### src/assert_macros.svh
// Assertion helpers for the RTL.
`ifndef ASSERT_MACROS_SVH
`define ASSERT_MACROS_SVH

// Checked on every rising edge outside reset.
`define EG_ASSERT(lbl, prop, msg) \
  lbl: assert property (@(posedge clk_i) disable iff (!rst_ni) prop) else $error(msg);

// Checked on every rising edge, reset included.
`define EG_ASSERT_ALWAYS(lbl, prop, msg) \
  lbl: assert property (@(posedge clk_i) prop) else $error(msg);

`endif

### src/eg_pkg.sv
// ----------------------------------------------------------------------------
// eg_pkg
// Shared constants and types of the Elias gamma encoder.
// ----------------------------------------------------------------------------
`default_nettype none

package eg_pkg;

  localparam int unsigned VALUE_WIDTH = 32;
  // coded bits of the value port (the port is 32 bits wide)
  localparam int unsigned CODE_W = (VALUE_WIDTH < 32) ? VALUE_WIDTH : 32;
  localparam int unsigned CNT_W  = $clog2(CODE_W);

  typedef enum logic [2:0] {
    S_IDLE,
    S_SCAN,
    S_ZEROS,
    S_BITS,
    S_ERR,
    S_FLUSH
  } eg_state_e;

  typedef enum logic [1:0] {
    TOK_BIT,
    TOK_ERR,
    TOK_FLUSH
  } eg_tok_kind_e;

  // one token from the serializer to the packer
  typedef struct packed {
    logic         valid;
    eg_tok_kind_e kind;
    logic         data;
    logic         item_end;
  } eg_tok_t;

  // one result item
  typedef struct packed {
    logic [7:0] out_byte;
    logic       run_last;
    logic       zero_error;
    logic       stream_done;
  } eg_res_t;

endpackage

`default_nettype wire

### src/eg_serializer.sv
// ----------------------------------------------------------------------------
// eg_serializer
// Bit-serial gamma coder: finds the leading one by shifting, then sends the
// zero prefix and value bits MSB first, one token per cycle when not stalled.
// ----------------------------------------------------------------------------
`default_nettype none

module eg_serializer
  import eg_pkg::*;
(
  input  wire logic              clk_i,
  input  wire logic              rst_ni,
  input  wire logic              in_valid_i,
  output logic                   in_ready_o,
  input  wire logic [CODE_W-1:0] value_i,
  input  wire logic              end_of_stream_i,
  output eg_tok_t                tok_o,
  input  wire logic              tok_ready_i
);

  eg_state_e         state_q, state_d;
  logic [CODE_W-1:0] sh_q;
  logic [CNT_W-1:0]  cnt_q;
  logic [CNT_W-1:0]  top_q;
  logic              eos_q;

  logic msb;
  assign msb = sh_q[CODE_W-1];

  always_ff @(posedge clk_i or negedge rst_ni) begin
    if (!rst_ni) begin
      state_q <= S_IDLE;
    end else begin
      state_q <= state_d;
    end
  end

  always_comb begin
    state_d = state_q;
    unique case (state_q)
      S_IDLE: begin
        if (in_valid_i) state_d = (value_i == '0) ? S_ERR : S_SCAN;
      end
      S_SCAN: begin
        if (msb) state_d = (cnt_q == '0) ? S_BITS : S_ZEROS;
      end
      S_ZEROS: begin
        if (tok_ready_i && cnt_q == CNT_W'(1)) state_d = S_BITS;
      end
      S_BITS: begin
        if (tok_ready_i && cnt_q == '0) state_d = eos_q ? S_FLUSH : S_IDLE;
      end
      S_ERR: begin
        if (tok_ready_i) state_d = eos_q ? S_FLUSH : S_IDLE;
      end
      S_FLUSH: begin
        if (tok_ready_i) state_d = S_IDLE;
      end
      default: state_d = S_IDLE;
    endcase
  end

  always_comb begin
    in_ready_o     = 1'b0;
    tok_o.valid    = 1'b0;
    tok_o.kind     = TOK_BIT;
    tok_o.data     = 1'b0;
    tok_o.item_end = 1'b0;
    unique case (state_q)
      S_IDLE:  in_ready_o = 1'b1;
      S_SCAN:  ;
      S_ZEROS: tok_o.valid = 1'b1;
      S_BITS: begin
        tok_o.valid    = 1'b1;
        tok_o.data     = msb;
        tok_o.item_end = (cnt_q == '0) && !eos_q;
      end
      S_ERR: begin
        tok_o.valid    = 1'b1;
        tok_o.kind     = TOK_ERR;
        tok_o.item_end = !eos_q;
      end
      S_FLUSH: begin
        tok_o.valid    = 1'b1;
        tok_o.kind     = TOK_FLUSH;
        tok_o.item_end = 1'b1;
      end
      default: ;
    endcase
  end

  // datapath: cnt counts down the scan position, then zeros, then value bits
  always_ff @(posedge clk_i) begin
    unique case (state_q)
      S_IDLE: begin
        if (in_valid_i) begin
          sh_q  <= value_i;
          eos_q <= end_of_stream_i;
          cnt_q <= CNT_W'(CODE_W - 1);
        end
      end
      S_SCAN: begin
        if (msb) begin
          top_q <= cnt_q;
        end else begin
          sh_q  <= {sh_q[CODE_W-2:0], 1'b0};
          cnt_q <= cnt_q - CNT_W'(1);
        end
      end
      S_ZEROS: begin
        if (tok_ready_i) begin
          cnt_q <= (cnt_q == CNT_W'(1)) ? top_q : cnt_q - CNT_W'(1);
        end
      end
      S_BITS: begin
        if (tok_ready_i) begin
          sh_q  <= {sh_q[CODE_W-2:0], 1'b0};
          cnt_q <= cnt_q - CNT_W'(1);
        end
      end
      default: ;
    endcase
  end

endmodule

`default_nettype wire

### src/eg_packer.sv
// ----------------------------------------------------------------------------
// eg_packer
// Packs code bits MSB first into bytes. A finished byte waits in a hold
// register until the next byte or the item's end shows if it is the last.
// ----------------------------------------------------------------------------
`default_nettype none

module eg_packer
  import eg_pkg::*;
(
  input  wire logic       clk_i,
  input  wire logic       rst_ni,
  input  wire eg_tok_t    tok_i,
  output logic            tok_ready_o,
  output logic            out_valid_o,
  input  wire logic       out_ready_i,
  output logic [7:0]      out_byte_o,
  output logic            run_last_o,
  output logic            zero_error_o,
  output logic            stream_done_o
);

  logic [7:0] pb_q;
  logic [2:0] fill_q;
  logic       hold_valid_q, hold_closed_q;
  eg_res_t    hold_q;
  logic       out_valid_q;
  eg_res_t    out_q;

  logic       produce;
  logic [7:0] res_byte;
  logic       res_err;
  logic       out_free, hold_blocked, move_closed, need_out, consume;
  logic       is_flush;

  always_comb begin
    produce  = 1'b0;
    res_byte = 8'd0;
    res_err  = 1'b0;
    unique case (tok_i.kind)
      TOK_BIT: begin
        produce  = (fill_q == 3'd7);
        res_byte = {pb_q[6:0], tok_i.data};
      end
      TOK_ERR: begin
        produce = 1'b1;
        res_err = 1'b1;
      end
      TOK_FLUSH: begin
        produce  = (fill_q != 3'd0);
        res_byte = pb_q << (4'd8 - {1'b0, fill_q});
      end
      default: ;
    endcase
  end

  assign is_flush     = (tok_i.kind == TOK_FLUSH);
  assign out_free     = !out_valid_q || out_ready_i;
  assign hold_blocked = hold_valid_q && hold_closed_q;
  assign move_closed  = hold_blocked && out_free;
  assign need_out     = produce && hold_valid_q;
  assign tok_ready_o  = !hold_blocked && (!need_out || out_free);
  assign consume      = tok_i.valid && tok_ready_o;

  always_ff @(posedge clk_i or negedge rst_ni) begin
    if (!rst_ni) begin
      pb_q          <= 8'd0;
      fill_q        <= 3'd0;
      hold_valid_q  <= 1'b0;
      hold_closed_q <= 1'b0;
      out_valid_q   <= 1'b0;
    end else begin
      if (move_closed) begin
        out_valid_q  <= 1'b1;
        hold_valid_q <= 1'b0;
      end else if (consume && need_out) begin
        out_valid_q <= 1'b1;
      end else if (out_ready_i) begin
        out_valid_q <= 1'b0;
      end

      if (consume) begin
        if (produce) begin
          hold_valid_q  <= 1'b1;
          hold_closed_q <= tok_i.item_end;
        end else if (tok_i.item_end) begin
          hold_closed_q <= 1'b1;
        end
        unique case (tok_i.kind)
          TOK_BIT: begin
            pb_q   <= (fill_q == 3'd7) ? 8'd0 : {pb_q[6:0], tok_i.data};
            fill_q <= fill_q + 3'd1;
          end
          TOK_ERR: ;
          TOK_FLUSH: begin
            pb_q   <= 8'd0;
            fill_q <= 3'd0;
          end
          default: ;
        endcase
      end
    end
  end

  always_ff @(posedge clk_i) begin
    // an open hold never carries run_last or stream_done
    if (move_closed || (consume && need_out)) begin
      out_q <= hold_q;
    end
    if (consume) begin
      if (produce) begin
        hold_q.out_byte    <= res_byte;
        hold_q.zero_error  <= res_err;
        hold_q.run_last    <= tok_i.item_end;
        hold_q.stream_done <= is_flush;
      end else if (tok_i.item_end) begin
        hold_q.run_last    <= 1'b1;
        hold_q.stream_done <= is_flush;
      end
    end
  end

  assign out_valid_o   = out_valid_q;
  assign out_byte_o    = out_q.out_byte;
  assign run_last_o    = out_q.run_last;
  assign zero_error_o  = out_q.zero_error;
  assign stream_done_o = out_q.stream_done;

endmodule

`default_nettype wire

### src/elias_gamma_encoder.sv
// The encoder takes one value at a time: a bit-serial shift register scans
// for the leading one, then sends one code bit a cycle unless the packer
// stalls. Each byte waits in a hold register for the next byte or the
// item's end before it reaches the output.
// Reset (async, active low) empties the packer.
// ----------------------------------------------------------------------------
// elias_gamma_encoder
// Elias gamma encoder with MSB-first packed byte output.
// ----------------------------------------------------------------------------
`default_nettype none

`include "assert_macros.svh"

module elias_gamma_encoder
  import eg_pkg::*;
(
  input  wire logic        clk_i,
  input  wire logic        rst_ni,
  input  wire logic        in_valid_i,
  output logic             in_ready_o,
  input  wire logic [31:0] value_i,
  input  wire logic        end_of_stream_i,
  output logic             out_valid_o,
  input  wire logic        out_ready_i,
  output logic [7:0]       out_byte_o,
  output logic             run_last_o,
  output logic             zero_error_o,
  output logic             stream_done_o
);

  eg_tok_t tok;
  logic    tok_ready;

  eg_serializer u_ser (
    .clk_i           (clk_i),
    .rst_ni          (rst_ni),
    .in_valid_i      (in_valid_i),
    .in_ready_o      (in_ready_o),
    .value_i         (value_i[CODE_W-1:0]),
    .end_of_stream_i (end_of_stream_i),
    .tok_o           (tok),
    .tok_ready_i     (tok_ready)
  );

  eg_packer u_pack (
    .clk_i         (clk_i),
    .rst_ni        (rst_ni),
    .tok_i         (tok),
    .tok_ready_o   (tok_ready),
    .out_valid_o   (out_valid_o),
    .out_ready_i   (out_ready_i),
    .out_byte_o    (out_byte_o),
    .run_last_o    (run_last_o),
    .zero_error_o  (zero_error_o),
    .stream_done_o (stream_done_o)
  );

  `EG_ASSERT(a_busy_after_accept, (in_valid_i && in_ready_o) |=> !in_ready_o, "accepted while busy")
  `EG_ASSERT(a_done_is_last, (out_valid_o && stream_done_o) |-> run_last_o, "stream_done without run_last")
  `EG_ASSERT(a_no_tok_when_idle, in_ready_o |-> !tok.valid, "token while serializer idle")
  `EG_ASSERT_ALWAYS(a_err_byte_zero, (out_valid_o && zero_error_o) |-> (out_byte_o == 8'd0), "error byte not zero")

endmodule

`default_nettype wire
### config.mk
export PLATFORM = sky130hd
export DESIGN_NAME = elias_gamma_encoder
export DESIGN_NICKNAME = d
export VERILOG_FILES = /design/src/eg_pkg.sv /design/src/eg_serializer.sv /design/src/eg_packer.sv /design/src/elias_gamma_encoder.sv
export VERILOG_INCLUDE_DIRS = /design/src /design/src/src
export SDC_FILE = /design/constraint.sdc
export NUM_CORES = 1
export LEC_CHECK = 0
export CAP_MARGIN = 5
export CORE_MARGIN = 2
export CORE_UTILIZATION = 68
export DETAILED_ROUTE_END_ITERATION = 8
export DONT_BUFFER_PORTS = 1
export HOLD_SLACK_MARGIN = 0.12
export PLACE_DENSITY_LB_ADDON = 0.08
export REMOVE_ABC_BUFFERS = 1
export SLEW_MARGIN = 20
export SYNTH_ARGS = -nofsm -noshare
export SYNTH_HDL_FRONTEND = slang
export SYNTH_HIERARCHICAL = 1
export SYNTH_SLANG_ARGS = --single-unit
### constraint.sdc
create_clock -name clk_i -period 7.98 [get_ports clk_i]
set_input_delay 0.798 -clock clk_i [delete_from_list [all_inputs] [get_ports clk_i]]
set_output_delay 0.798 -clock clk_i [all_outputs]
set_load 0.1 [all_outputs]
**Word level (Yosys, flattened, before mapping)**

Index checks and enable logic that the tools add are counted.

- Register bits: 82
- Latch bits: 0
- RAM bits: 0
- ROM bits: 0
- Input bits: 37
- Output and inout bits: 13
- Logic and storage cells: 118
- Memories kept: 0

- Add/subtract/negate cells: 3
- Multiply operators: 0
- Divide/modulo/power cells: 0
- Order comparisons: 0
- Equal/unequal tests: 18
- Shifts and indexed selects: 1
- Muxes and demuxes: 41
- Bitwise operators: 0
- Reductions and logical operators: 36

Operators by type and width:

| operator | count |
|---|---|
| 2-to-1 mux 32 bit | 3 |
| one-hot mux 32 bit (3 select lines) | 1 |
| zero test 32 bit | 1 |
| one-hot mux 8 bit (2 select lines) | 2 |
| 2-to-1 mux 5 bit | 5 |
| 2-to-1 mux 3 bit | 8 |
| one-hot mux 5 bit (4 select lines) | 1 |
| one-hot mux 3 bit (6 select lines) | 1 |
| 2-to-1 mux 1 bit | 15 |
| inequality test 2 x 1 -> 1 bit, second input constant | 7 |
| AND reduction 2 bit | 5 |
| == test 3 bit, second input constant | 3 |
| logical AND 1 bit | 9 |
| nonzero test 3 bit | 3 |
| 2-to-1 mux 8 bit | 1 |
| << shifter 8 x 4 -> 8 bit | 1 |
| == test 3 x 2 -> 1 bit, second input constant | 2 |
| one-hot mux 1 bit (3 select lines) | 2 |
| one-hot mux 3 bit (2 select lines) | 1 |
| AND reduction 6 bit | 1 |
| == test 5 x 1 -> 1 bit, second input constant | 1 |
| zero test 5 bit | 1 |
| AND reduction 5 bit | 1 |
| subtractor 5 x 1 -> 5 bit, second input constant | 1 |
| 16 further kinds | 23 |

**Logic depth before layout (Yosys ltp)**

Gate-level depths: netlist (run 1).

- Depth in word-level cells: 12
- Gate-level depth with buffers: 12
- Mapped depth without buffers: 10

**Cells and area by module**

The synthesis (run 1) kept the hierarchy.

By module, submodules not included:

| module | times used | cells an instance | area an instance (µm²) | seq. area each (µm²) |
|---|---|---|---|---|
| eg_serializer | 1 | 189 | 2411.1 | 1366.3 |
| eg_packer | 1 | 150 | 1757.9 | 1011.0 |

**Worst setup path after synthesis (run 1)**

Ideal clock, no wire load.

- Kind: register to register
- Start: register u_ser.state_q[0]
- End: register u_ser.sh_q[0] (enable)
- Library setup time: 458 ps
- Arrival time: 4208 ps
- Data required time: 7522 ps
- Slack: 3315 ps
- Stages on the path, launching flop included: 10
- Path buffers: 4
- Clock period less this slack: 4665 ps
- Path through: dfrtp_1 > buf_2 > buf_2 > buf_2 > and3_1 > buf_6 > o311a_1 > o21ai_0 > a2bb2oi_1 > nor3_1

RTL lines:

| what | RTL line | RTL |
|---|---|---|
| start, declared | eg_serializer.sv:21 | `eg_state_e state_q, state_d;` |
| start signal, assigned | eg_serializer.sv:34 | `state_q <= state_d;` |
| end signal, assigned | eg_serializer.sv:97 | `sh_q <= value_i;` |
| end signal, assigned | eg_serializer.sv:106 | `sh_q <= {sh_q[CODE_W-2:0], 1'b0};` |
| end signal, assigned | eg_serializer.sv:117 | `sh_q <= {sh_q[CODE_W-2:0], 1'b0};` |
| end, declared | eg_serializer.sv:22 | `logic [CODE_W-1:0] sh_q;` |

==> reports/results.ini, run 1 <==
[outcome]
status=completed

[power_and_ir_drop]
p_per_area_nw_per_um2=429
peakVddDrop_v=0.000246
power_frac_clock_pct=16.9
pwr-share-seq_pct=48.3
design_power_total_w=0.00192
p_sw_w=0.000762
comb_power_share_pct=34.8
p_int_w=0.00116
p_leak_nw=1.67
power_switching_share_pct=39.7

[detailed_routing]
top_layer_used=met4
vias=2791
drt-vias-per-instance=6.65
met3_length_um=604
wl_met1_um=3580
routedWlPerCell_um=19.0
dr.first_iter.drc_count=267
drc_errors=0
wl_met2_um=3760
routed_wl_um=7990
ant_nets=0
firstDrtPassIters=5

[logic_synthesis]
synth-edff-count=65
syn_area_per_cell_um2=12.3
ys_types=62
synth_seq_area_share_pct=57.0
yosysTopAreaCell=edfxtp_1
ys_warn_count=6
async_flop_share_pct=20.7
synth_area_um2=4170
ys_ff_latch=82
synthTopCellsByArea=edfxtp_1 (47%), dfrtp_1 (10%), a22o_1 (6.5%), mux2i_1 (4.6%), ha_1 (3.0%)
synth-main-ff-cell=edfxtp_1
synthCells=339
synth_top_area_share_pct=46.8

[placement]
place.gp.congestion=0.867
io_buffer_count=0
place_hpwl_um=5480

[global_route]
track_usage_pct=25.2
grt_pass1_vias=2578
grt_pass1_wl_um=12700
grt.overflow.total=0
grt_max_degree=35
antenna_found_initial=0

[sta]
slew_headroom_pct=39.2
fmaxAchievable_mhz=274
slew_viol_final=0
worstMarginPinSlew_ps=913
skew_ps=9.65
finalSetupViolations=0
hold_violations=0
post-route-period-util_pct=45.7
rsz0062_at_grt=false
tns_ps=0
finalCriticalPeriod_ps=3650

[cts]
cts_sinks=82
ctsHoldBuffers=0
clk_pin_slew_ps=80
cts_made_buffers=9
root_buffer=clkbuf_8
insertion_delay_ps=350
clk_path_buf_depth=2
htreeDepth=3
tritoncts=done
post_cts_resized=0
post_cts_buffers=0

[floorplan]
core_area_um2=5920
die_area_um2=6770
ios=50
rows=28
die_h_um=82.3
die_w_um=82.3
initial_core_util_pct=70.4

[critical_path]
rr_worst_depth=7
worstSetupEndpointType=register
crit_type=reg -> reg
required_ps=7990
regToRegStartpoint=u_ser/state_q[0]
worstSetupStartpointType=register
crit_fanout=31
r2r_slack_ps=4330
r2r-end=u_ser/sh_q[4]
worstPathArrival_ps=3650

[layout]
nNetsFinal=387
layout-drive-gt1-share_pct=10.4
layout_commonest_cell=edfxtp_1
area_growth_pct=7.35
most-common-layout-cells=edfxtp_1 (65), a22o_1 (31), nand2_1 (26)
n_antenna_cell=0

[run]
cap_viol_max_count=0

[hold_path]
hold_class=in -> async

==> cells by family after synthesis <==
| logic type | after synthesis | synth area share (%) |
|---|---|---|
| simple gates | 101 | 13.7 |
| compound gates | 86 | 16.5 |
| flops | 82 | 57.0 |
| buf+inv | 36 | 3.99 |
| mux | 21 | 5.10 |
| fa+ha+maj | 10 | 3.00 |
| xor+xnor | 3 | 0.630 |
==> through the flow <==
| stage | instance area (um2) | std cells | worst slack [ps] | hold slack (ps) | util, % |
|---|---|---|---|---|---|
| after global routing | 4480 | 420 | 3980 | 124 | 75.6 |
| final | 4480 | 420 | 4330 | 142 | 75.6 |
| after global placement | 4210 | 401 | 4530 | 402 | 71.2 |
| after CTS | 4430 | 417 | 4410 | 122 | 74.9 |
| after floorplan | 4070 | 322 | 3250 | 400 | - |
| after detailed placement | 4220 | 401 | 4440 | 405 | 71.2 |
==> cells in the mapped netlist (all sizes together), types with 9 or more instances <==
master and instances:
mux2i 19, edfxtp 65, o21ai 12, nor4 9
buf 13, a22o 31, nand2 26, nand2b 9
nor2 24, inv 19, dfrtp 17, ha 10
==> critical path: stages, from the launching register on <==
cell and delay [ps]:
dfrtp_1 670, nor3b_1 740, o21ai_0 300, o311a_1 190, o21ai_0 680, a2bb2oi_1 200
nor3_2 140, buf_4 370
==> power groups by stage <==
| stage | Combinational, W | Clock, W | Sequential, W |
|---|---|---|---|
| 2_1_floorplan | 0.000503 | 0 | 0.000887 |
| 3_3_place_gp | 0.000620 | 0 | 0.000920 |
| 3_5_place_dp | 0.000638 | 0 | 0.000928 |
| 4_1_cts | 0.000642 | 0.000331 | 0.000924 |
| 5_1_grt | 0.000735 | 0.000349 | 0.000950 |
| 6_report | 0.000667 | 0.000325 | 0.000927 |
==> sequential cells by signal, indices dropped and copies added (netlist names), 3 cells and up <==
signal	flops
u_pack/pb_q	8
u_pack/out_byte_o	8
u_pack/fill_q	3
u_pack/hold_q	11
u_ser/cnt_q	5
u_ser/state_q	3
u_ser/top_q	5
u_ser/sh_q	32
==> area by class of cell <==
cell class	instances	area, um2
multi-input combinational	221	1650
inverter	19	71.3
timing repair buffer	7	71.3
tap	75	93.8
sequential	82	2380
fill	377	1450
clock inverter	6	88.8
clock buffer	10	128
==> metal layers <==
metal	vias to the layer above	GRT usage (%)
li1	1303	-
met1	1364	36.9
met2	118	38.1
met3	6	5.65
met4	0	7.17
met5	-	0
==> worst max-delay path by stage <==
| stage | depth (start not counted) | endpoint | slack [ps] | from |
|---|---|---|---|---|
| floorplan | 7 | u_ser/sh_q[0] | 3250 | u_ser/state_q[1] |
| global placement | 8 | u_ser/sh_q[0] | 4530 | u_ser/state_q[1] |
| detailed placement | 7 | u_ser/sh_q[0] | 4440 | u_ser/state_q[0] |
| CTS | 7 | u_ser/sh_q[4] | 4410 | u_ser/state_q[0] |
| global route | 7 | u_ser/sh_q[2] | 3980 | u_ser/state_q[0] |
| finish | 7 | u_ser/sh_q[4] | 4330 | u_ser/state_q[0] |
(Power assumes the default switching activity.)
==> run 2, diff against run 1 <==
--- a/config.mk
+++ b/config.mk
@@ -6,9 +6,10 @@
 export SDC_FILE = /design/constraint.sdc
 export NUM_CORES = 1
 export LEC_CHECK = 0
+export ABC_AREA = 1
 export CAP_MARGIN = 5
 export CORE_MARGIN = 2
-export CORE_UTILIZATION = 68
+export CORE_UTILIZATION = 63
 export DETAILED_ROUTE_END_ITERATION = 8
 export DONT_BUFFER_PORTS = 1
 export HOLD_SLACK_MARGIN = 0.12
==> constraint.sdc (replaced) <==
create_clock -name clk_i -period 3.6 [get_ports clk_i]
set_input_delay 0.36 -clock clk_i [delete_from_list [all_inputs] [get_ports clk_i]]
set_output_delay 0.36 -clock clk_i [all_outputs]
set_load 0.1 [all_outputs]
==> run 2 against run 1 <==
Effect of this change:
- clock-buffer cell count fell by 1
- the run now ends with DRC left
- area after synthesis is 1.2% higher
- synthesized cell count increased by 35%
- core utilization down 5.5 points
==> reports/results.ini, run 2 <==
[detailed_routing]
routed_wl_um=8380  ; +4.8%
firstDrtPassIters=7  ; +2
routedWlPerCell_um=15.4  ; -19%
drc_errors=6  ; +6
drt-vias-per-instance=5.67  ; -15%
dr.first_iter.drc_count=293  ; +9.7%
ant_nets=0  ; unchanged
vias=3092  ; +11%

[logic_synthesis]
async_flop_share_pct=20.7  ; unchanged
synth_seq_area_share_pct=56.3  ; -0.68 points
yosysTopAreaCell=edfxtp_1
synth_area_um2=4220  ; +1.2%
yosys-top-cells-count=nand2_1 (142), edfxtp_1 (65), o21ai_0 (48), nor2_1 (46), inv_1 (35)
ys_ff_latch=82  ; unchanged
syn_area_per_cell_um2=9.19  ; -25%
synthCells=459  ; +35%
synth-edff-count=65  ; unchanged
ys_types=39  ; -37%
synth_top_area_share_pct=46.3  ; -0.56 points
synthTopCellsByArea=edfxtp_1 (46%), nand2_1 (13%), dfrtp_1 (10%), o21ai_0 (5.7%), nor2_1 (4.1%)
synth-main-ff-cell=edfxtp_1
synth_most_common_cell=nand2_1
ys_warn_count=6  ; unchanged

[layout]
largest-register=u_ser/sh_q
layout-drive-gt1-share_pct=9.83  ; -0.61 points
reg_top3=u_ser/sh_q: 32 flops, u_pack/hold_q: 11 flops
post-route-cell-area_um2=4500  ; +0.56%
most-common-layout-cells=nand2_1 (142), edfxtp_1 (65), o21ai_0 (48)
n_antenna_cell=0  ; unchanged
area_growth_pct=6.67
largest_reg_flops=32  ; unchanged
nNetsFinal=510  ; +32%
layout_commonest_cell=nand2_1

[global_route]
grt_max_degree=33  ; -5.7%
track_usage_pct=24.5  ; -0.68 points
grt.overflow.total=0  ; unchanged
grt_pass1_wl_um=13800  ; +8.9%
grt_pass1_vias=2874  ; +11%
antenna_found_initial=0  ; unchanged

[hold_path]
hold_class=in -> reg
hold_end=u_ser/sh_q[9]
min_from=value_i[9]
holdPathStages=2

[floorplan]
ios=50  ; unchanged
die_h_um=85.8  ; +4.3%
core_area_um2=6420  ; +8.5%
initial_core_util_pct=65.7  ; -4.7 points
die_w_um=85.8  ; +4.3%
die_area_um2=7370  ; +8.8%
rows=29  ; +3.6%

[placement]
io_buffer_count=0  ; unchanged
place.gp.congestion=0.882  ; +1.8%
place_area_um2=4290  ; +1.8%
place_hpwl_um=6060  ; +11%

[power_and_ir_drop]
p_per_area_nw_per_um2=910  ; +110%
p_leak_nw=1.91  ; +14%
design_power_total_w=0.00410  ; +110%
peakVddDrop_v=0.000524  ; +110%

[sta]
worstMarginPinSlew_ps=933  ; +19.4 ps
slew_headroom_pct=38.0  ; -1.3 points
finalCriticalPeriod_ps=2870  ; -775 ps
post-route-period-util_pct=79.7  ; +34 points
hold_violations=0  ; unchanged
fmaxAchievable_mhz=348  ; +27%
whs_ps=195  ; +53.3 ps
finalSetupViolations=0  ; unchanged
skew_ps=11.1  ; +1.42 ps
rsz0062_at_grt=false
slew_viol_final=0  ; unchanged

[critical_path]
worstPathArrival_ps=2870  ; -780 ps
worstSetupStartpointType=register
regToRegStartpoint=u_ser/state_q[1]
worstSetupEndpointType=register
cpMostUsedCell=inv_2
crit_type=reg -> reg
cpMaxStageDelayCell=dfrtp_1
required_ps=3600  ; -4390 ps
r2r-end=u_ser/sh_q[27]
rr_worst_depth=12  ; +5
r2r_slack_ps=730  ; -3610 ps
cpPeakStageDelay_ps=450  ; -290 ps
crit_chain=inv_2 > ha_1 > nor3b_1 > inv_1 > o21ai_1 > nand2_2 > nand3_4 > nand2_1 > inv_2 > nor2_1 > a311oi_4 > buf_4
crit_fanout=31  ; unchanged

[outcome]
violations=DRC
status=complete, but fails checks

[cts]
cts_made_buffers=9  ; unchanged
clk_pin_slew_ps=90  ; about the same
clk_path_buf_depth=2  ; unchanged
insertion_delay_ps=350  ; about the same
htreeDepth=3  ; unchanged
cts_sinks=82  ; unchanged
tritoncts=done
root_buffer=clkbuf_8

[run]
cap_viol_max_count=0  ; unchanged

==> run 2: changes by cell type after synthesis, sizes merged, moves of 12 or more <==
cell,change
nand3,+14
mux2i,-19
nor2,+27
inv,+25
o211ai,+12
a22o,-31
nand2,+122
o21ai,+41
==> run 2: report_power, final <==
part           total, W  switching, W  internal, W  leakage, nW
sequential      0.00182      0.000251      0.00157        0.842
clock          0.000609      0.000349     0.000260       0.0848
combinational   0.00167       0.00117     0.000497        0.987
==> run 2: kinds of logic after synthesis <==
group / share of synthesized area, %
simple gates: 23.3
flops: 56.3
compound gates: 11.1
buf+inv: 5.69
fa+ha+maj: 2.97
xor+xnor: 0.623
==> run 2: worst max path at each step <==
stage                                end        startpoint  slack, ps  cells after the start
after floorplan            u_ser/sh_q[0]  u_ser/state_q[1]       -950                     11
after global placement    u_ser/sh_q[24]  u_ser/state_q[1]        840                     12
after detailed placement  u_ser/cnt_q[2]  u_ser/state_q[1]        750                     11
after CTS                 u_ser/cnt_q[1]  u_ser/state_q[1]        740                     11
after global routing      u_ser/sh_q[27]  u_ser/state_q[1]        480                     12
final                     u_ser/sh_q[27]  u_ser/state_q[1]        730                     12
==> run 2: metrics by stage <==
stage | utilization, % | setup TNS, ps | setup slack (ps) | instances
final | 70.1 | 0 | 729 | 545
after global routing | 70.1 | 0 | 485 | 545
after CTS | 70.1 | 0 | 741 | 545
after detailed placement | 66.8 | 0 | 747 | 527
after global placement | 66.8 | 0 | 845 | 527
after floorplan | - | -29400 | -948 | 446
==> run 2: cell type report <==
type | instances | area, um2
inverters | 45 | 169
multi-input cells | 319 | 1620
repair buffers | 6 | 50.0
flip-flops and latches | 82 | 2380
clock buffers | 9 | 124
well taps | 77 | 96.3
fillers | 504 | 1920
clock inverters | 7 | 65.1
==> run 2: routing by layer <==
metal	track usage [%]	wire length (um)	up-vias
met2	36.6	3820	106
li1	-	-	1551
met3	5.58	627	10
met1	35.4	3820	1425
met4	9.24	115	0
met5	0	0	-
==> run 2: what timing repair did <==
| action | 4_1_cts | 5_1_grt |
|---|---|---|
| gates resized for setup | 0 | 0 |
| endpoints found under the hold margin | 18 | 0 |
| setup buffers | 0 | 0 |
| hold buffers | 2 | 0 |
==> run 2: worst max-delay path, delay by kind of cell, from the launching register on <==
family,cells,cell delay [ps]
AOI/OAI and AO/OA,2,330
adders and majority gates,1,170
buffers and inverters,4,800
DFF,1,450
and+or+nand+nor,5,780
